[config.mk]
export PLATFORM = sky130hd
export DESIGN_NAME = lprh_mod
export DESIGN_NICKNAME = d
export VERILOG_FILES = /design/src/rtl/lprh_pkg.sv /design/src/rtl/lprh_mod.sv
export SDC_FILE = /design/constraint.sdc
export NUM_CORES = 1
export LEC_CHECK = 0
export ABC_CLOCK_PERIOD_IN_PS = 6840
export BUFFER_PORTS_ARGS = -buffer_cell sky130_fd_sc_hd__buf_4
export CAP_MARGIN = 5
export CORE_MARGIN = 5
export CORE_UTILIZATION = 58
export CTS_CLUSTER_SIZE = 12
export DETAILED_ROUTE_END_ITERATION = 10
export PLACE_DENSITY_LB_ADDON = 0.08
export SLEW_MARGIN = 15
export SYNTH_ARGS = -nofsm -noshare
export SYNTH_HDL_FRONTEND = slang
export SYNTH_SLANG_ARGS = --single-unit
[constraint.sdc]
create_clock -name clk_i -period 6.84 [get_ports clk_i]
set_clock_uncertainty 0.2 [all_clocks]
set_input_delay 0.684 -clock clk_i [delete_from_list [all_inputs] [get_ports clk_i]]
set_output_delay 0.684 -clock clk_i [all_outputs]
set_load 0.005 [all_outputs]
[src/rtl/lprh_pkg.sv]
// Package with the shared types, constants and codes of the reverse hash.
`timescale 1ns / 1ps
package lprh_pkg;
  localparam int unsigned TableDepthDef = 1024;
  localparam int unsigned KeyDepth = 1024;
  localparam int unsigned KeyW = 64;
  localparam int unsigned IdxW = 10;
  localparam int unsigned SizeW = 11;
  localparam int unsigned HashShift = 6;
  localparam logic [SizeW-1:0] SizeReset = 11'd1024;

  typedef enum logic [1:0] {
    OP_LOOKUP = 2'd0,
    OP_INSERT = 2'd1,
    OP_DELETE = 2'd2,
    OP_UNUSED = 2'd3
  } opcode_e;

  typedef struct packed {
    logic [1:0] opcode;
    logic [KeyW-1:0] object_key;
    logic [IdxW-1:0] entry_index;
  } req_t;

  typedef struct packed {
    logic found;
    logic [IdxW-1:0] result_index;
    logic error;
  } rsp_t;

  typedef struct packed {
    logic start;
    logic [KeyW-1:0] dividend;
  } mod_req_t;
endpackage

[src/rtl/lprh_mod.sv]
// Bit-serial remainder unit: computes (key >> 6) mod size, one bit a cycle.
`timescale 1ns / 1ps
module lprh_mod #(
  parameter int unsigned SlotW = 10
) (
  input  logic clk_i,
  input  logic rst_ni,
  input  lprh_pkg::mod_req_t req_i,
  input  logic [SlotW:0] size_i,
  output logic busy_o,
  output logic done_o,
  output logic [SlotW-1:0] rem_o
);
  localparam int unsigned DivW = lprh_pkg::KeyW - lprh_pkg::HashShift;
  localparam int unsigned CntW = $clog2(DivW + 1);

  logic [DivW-1:0] quo_q, quo_d;
  logic [SlotW:0] rem_q, rem_d;
  logic [CntW-1:0] cnt_q, cnt_d;
  logic busy_q, busy_d, done_q, done_d;
  logic [SlotW+1:0] trial;

  assign trial = {rem_q, quo_q[DivW-1]} - {1'b0, size_i};

  always_comb begin
    quo_d = quo_q;
    rem_d = rem_q;
    cnt_d = cnt_q;
    busy_d = busy_q;
    done_d = 1'b0;
    if (req_i.start) begin
      quo_d = req_i.dividend[lprh_pkg::KeyW-1:lprh_pkg::HashShift];
      rem_d = '0;
      cnt_d = CntW'(DivW);
      busy_d = 1'b1;
    end else if (busy_q) begin
      quo_d = {quo_q[DivW-2:0], 1'b0};
      if (!trial[SlotW+1]) begin
        rem_d = trial[SlotW:0];
      end else begin
        rem_d = {rem_q[SlotW-1:0], quo_q[DivW-1]};
      end
      cnt_d = cnt_q - 1'b1;
      if (cnt_q == CntW'(1)) begin
        busy_d = 1'b0;
        done_d = 1'b1;
      end
    end
  end

  always_ff @(posedge clk_i or negedge rst_ni) begin
    if (!rst_ni) begin
      busy_q <= 1'b0;
      done_q <= 1'b0;
      cnt_q <= '0;
    end else begin
      busy_q <= busy_d;
      done_q <= done_d;
      cnt_q <= cnt_d;
    end
  end

  always_ff @(posedge clk_i) begin
    quo_q <= quo_d;
    rem_q <= rem_d;
  end

  assign busy_o = busy_q;
  assign done_o = done_q;
  assign rem_o = rem_q[SlotW-1:0];
endmodule

==> flow_summary_export.csv <==
group,metric,value,unit
status,status,"complete, no violations",
min_path,hold_path.class,"register to register",
timing,whs,327,ps
drt,wl_per_cell,15.5,um
floorplanning,io_pins,90,
yosys,yosysTopAreaCell,"edfxtp_1",
global_route,antenna_found_initial,0,
clock_tree,cts.root.buffer_cell,"clkbuf_8",
global_route,grt_pass1_wl,11900,um
global_route,grt.overflow.total,0,
cells_and_area,layout_common_cells,"buf_4, edfxtp_1, mux2_2, nor2_1, inv_1",
timing,min_period_over_period,42.1,%
yosys,synth-async-reset-ratio,10.4,%
cells_and_area,area_growth,21.3,%
setup_path,required,6840,ps
drt,top_layer_used,"met4",
setup_path,worstPathMaxFanout,17,
floorplanning,dieArea,8530,sq um
setup_path,start_kind,"primary input",
yosys,netlist_area,3930,sq um
drt,wl_met3,489,um
drt,wl,7170,um
floorplanning,die_w,92.4,um
clock_tree,cts_max_level,3,
drt,drcViolationCount,0,
setup_path,endpoint_kind,"register",
cells_and_area,num_antenna_cells,0,
drt,vias_per_cell,5.43,
setup_path,cp.arrival,2870,ps
cells_and_area,nFillCells,519,
global_route,grt_pass1_vias,2546,
cells_and_area,layout-drive-gt1-share,42.7,%
floorplanning,fp-row-count,30,
timing,finalSetupTns,0,ps
yosys,synth_cell_types,46,
setup_path,regToRegEndpoint,"rem_q[7]$_SDFFE_PP0P_",
timing,fin_crit,2880,ps
floorplanning,die_h,92.4,um
run,cap_violations,0,
drt,wl_met1,3200,um
timing,rsz0062_at_grt,"false",
place,io_buffers,83,
drt,first_pass_iters,4,
clock_tree,clk_pin_slew,80,ps
floorplanning,coreArea,6680,sq um
drt,antenna_left,0,
setup_path,reg2reg_slack,4040,ps
yosys,synth_area_leaders,"edfxtp_1, mux2_2, dfxtp_1, dfrtp_1, ha_1",
yosys,ys.flop_type,"edfxtp_1",
clock_tree,cts_made_buffers,9,
clock_tree,clock_latency,340,ps
place,place_congestion,0.805,
pwr,ir_drop,127,uV
yosys,ys_seq_area_share,55.0,%
floorplanning,start_util,58.9,%
timing,fmax,0.348,GHz
setup_path,reg2reg_depth,7,
clock_tree,cts_sinks,77,
setup_path,cp-endpoint,"rem_q[7]$_SDFFE_PP0P_",
cells_and_area,finalNetCount,469,
drt,drt_iter0_markers,102,
clock_tree,clockBufferDepth,2,
clock_tree,cts_setup_buffers,0,
clock_tree,cts_tree,"yes",
timing,slew_headroom,43.2,%
place,hpwl,4820,um
setup_path,cp-startpoint,"size_i[1]",
yosys,synth_top_area_share,44.3,%
timing,drv_slew,0,
setup_path,rr_startpoint,"rem_q[0]$_SDFFE_PP0P_",
timing,hold_viol,0,
global_route,grt_max_degree,70,
global_route,grt_use_total,17.8,%
drt,via_count,2508,
yosys,syn_area_per_cell,13.0,sq um
yosys,syn_inst,303,
timing,setup_viol,0,
pwr,power.leakage,0.00203,uW
cells_and_area,final_common_cell,"buf_4",
drt,wl_met2,3390,um
timing,tightest_slew,850,ps
setup_path,critPathKind,"primary input to register",
yosys,ys_warn_count,0,
yosys,synthesis.nets,395,
pwr,power_density,223,nW/um^2
yosys,synth_edf_count,58,
yosys,ys_ff_latch,77,
## metal layers
| metal | vias up | track usage [%] |
|---|---|---|
| met5 | - | 0 |
| met1 | 1182 | 22.4 |
| met3 | 8 | 6.34 |
| met2 | 60 | 28.3 |
| met4 | 0 | 6.68 |
| li1 | 1258 | - |
## where the power goes
group,switching [uW],leakage (uW),internal (uW)
registers,14.9,0.000793,546
logic,44.7,0.00112,74.7
clock network,176,0.000113,208
total,236,0.00203,829
## worst min path at each step
stage               slack, ps  depth (start not counted)                  start                     to
floorplan                 190                          0                 rst_ni       busy_o$_DFF_PN0_
global placement          300                          1   cnt_q[4]$_DFFE_PN0P_       done_o$_DFF_PN0_
detailed placement        300                          1   cnt_q[4]$_DFFE_PN0P_       done_o$_DFF_PN0_
finish                    330                          1   cnt_q[4]$_DFFE_PN0P_       done_o$_DFF_PN0_
global route              350                          2  rem_q[6]$_SDFFE_PP0P_  rem_q[6]$_SDFFE_PP0P_
CTS                       330                          2  rem_q[4]$_SDFFE_PP0P_  rem_q[4]$_SDFFE_PP0P_
## flip-flops by register name (all words and copies together), names as in the netlist
register  cells
quo_q        58
rem_q        11
cnt_q         6
busy_o        1
done_o        1
## layout make-up
class | count | area, sq um | share of cell area, %
Multi-Input combinational cell | 185 | 1580 | 33.0
Clock buffer | 9 | 124 | 2.60
Timing Repair Buffer | 85 | 641 | 13.4
Clock inverter | 7 | 97.6 | 2.05
Sequential cell | 77 | 2160 | 45.3
Inverter | 19 | 71.3 | 1.49
Tap cell | 80 | 100 | 2.10
## worst max-delay path, stage by stage
cell      delay [ps]
buf_4            120
inv_1             90
ha_1             230
nor2b_1          140
o31a_1           300
o21a_4           260
o311ai_4         700
mux2i_1          270
a211oi_1          80
## what timing repair did
item | CTS | global route
hold buffers | 1 | 0
gates resized for setup | 0 | 0
setup endpoints to repair | 0 | 0
endpoints found under the hold margin | 8 | 0
## kinds of logic after synthesis
logic type	Yosys count	synth area share, %
DFF	77	55.0
muxes	64	18.1
and+or+nand+nor	56	6.49
buffers and inverters	41	5.06
AOI/OAI and AO/OA	40	8.30
adders and majority gates	14	4.64
xor gates and xnor gates	11	2.45
## synth_stat cells (2+ instances only)
| cell | number |
|---|---|
| nor4_1 | 2 |
| o21bai_1 | 2 |
| buf_1 | 5 |
| nand4_1 | 2 |
| nand2_1 | 13 |
| nor2b_1 | 2 |
| a21oi_1 | 7 |
| xor2_1 | 3 |
| inv_1 | 19 |
| nor3_1 | 3 |
| ha_1 | 13 |
| nor2_1 | 22 |
| clkbuf_1 | 6 |
| buf_4 | 10 |
| a211oi_1 | 5 |
| dfrtp_1 | 8 |
| xnor2_1 | 8 |
| and3_1 | 3 |
| o31a_1 | 2 |
| o21ai_0 | 5 |
| mux2i_1 | 7 |
| edfxtp_1 | 58 |
| nand3_1 | 6 |
| o2111ai_1 | 2 |
| mux2_2 | 57 |
| o21a_1 | 2 |
| o311ai_0 | 2 |
| dfxtp_1 | 11 |
## metrics by stage
stage | power, uW | cell area (sq um) | cells | utilization [%] | setup WS [ps]
after floorplan | 643 | 3930 | 303 | - | 3780
after global placement | 686 | 4540 | 445 | 67.9 | 3610
after detailed placement | 691 | 4540 | 445 | 67.9 | 3610
after CTS | 1080 | 4770 | 462 | 71.4 | 3980
after global routing | 1120 | 4770 | 462 | 71.4 | 3840
final | 1060 | 4770 | 462 | 71.4 | 3960
(Power assumes the default switching activity.)
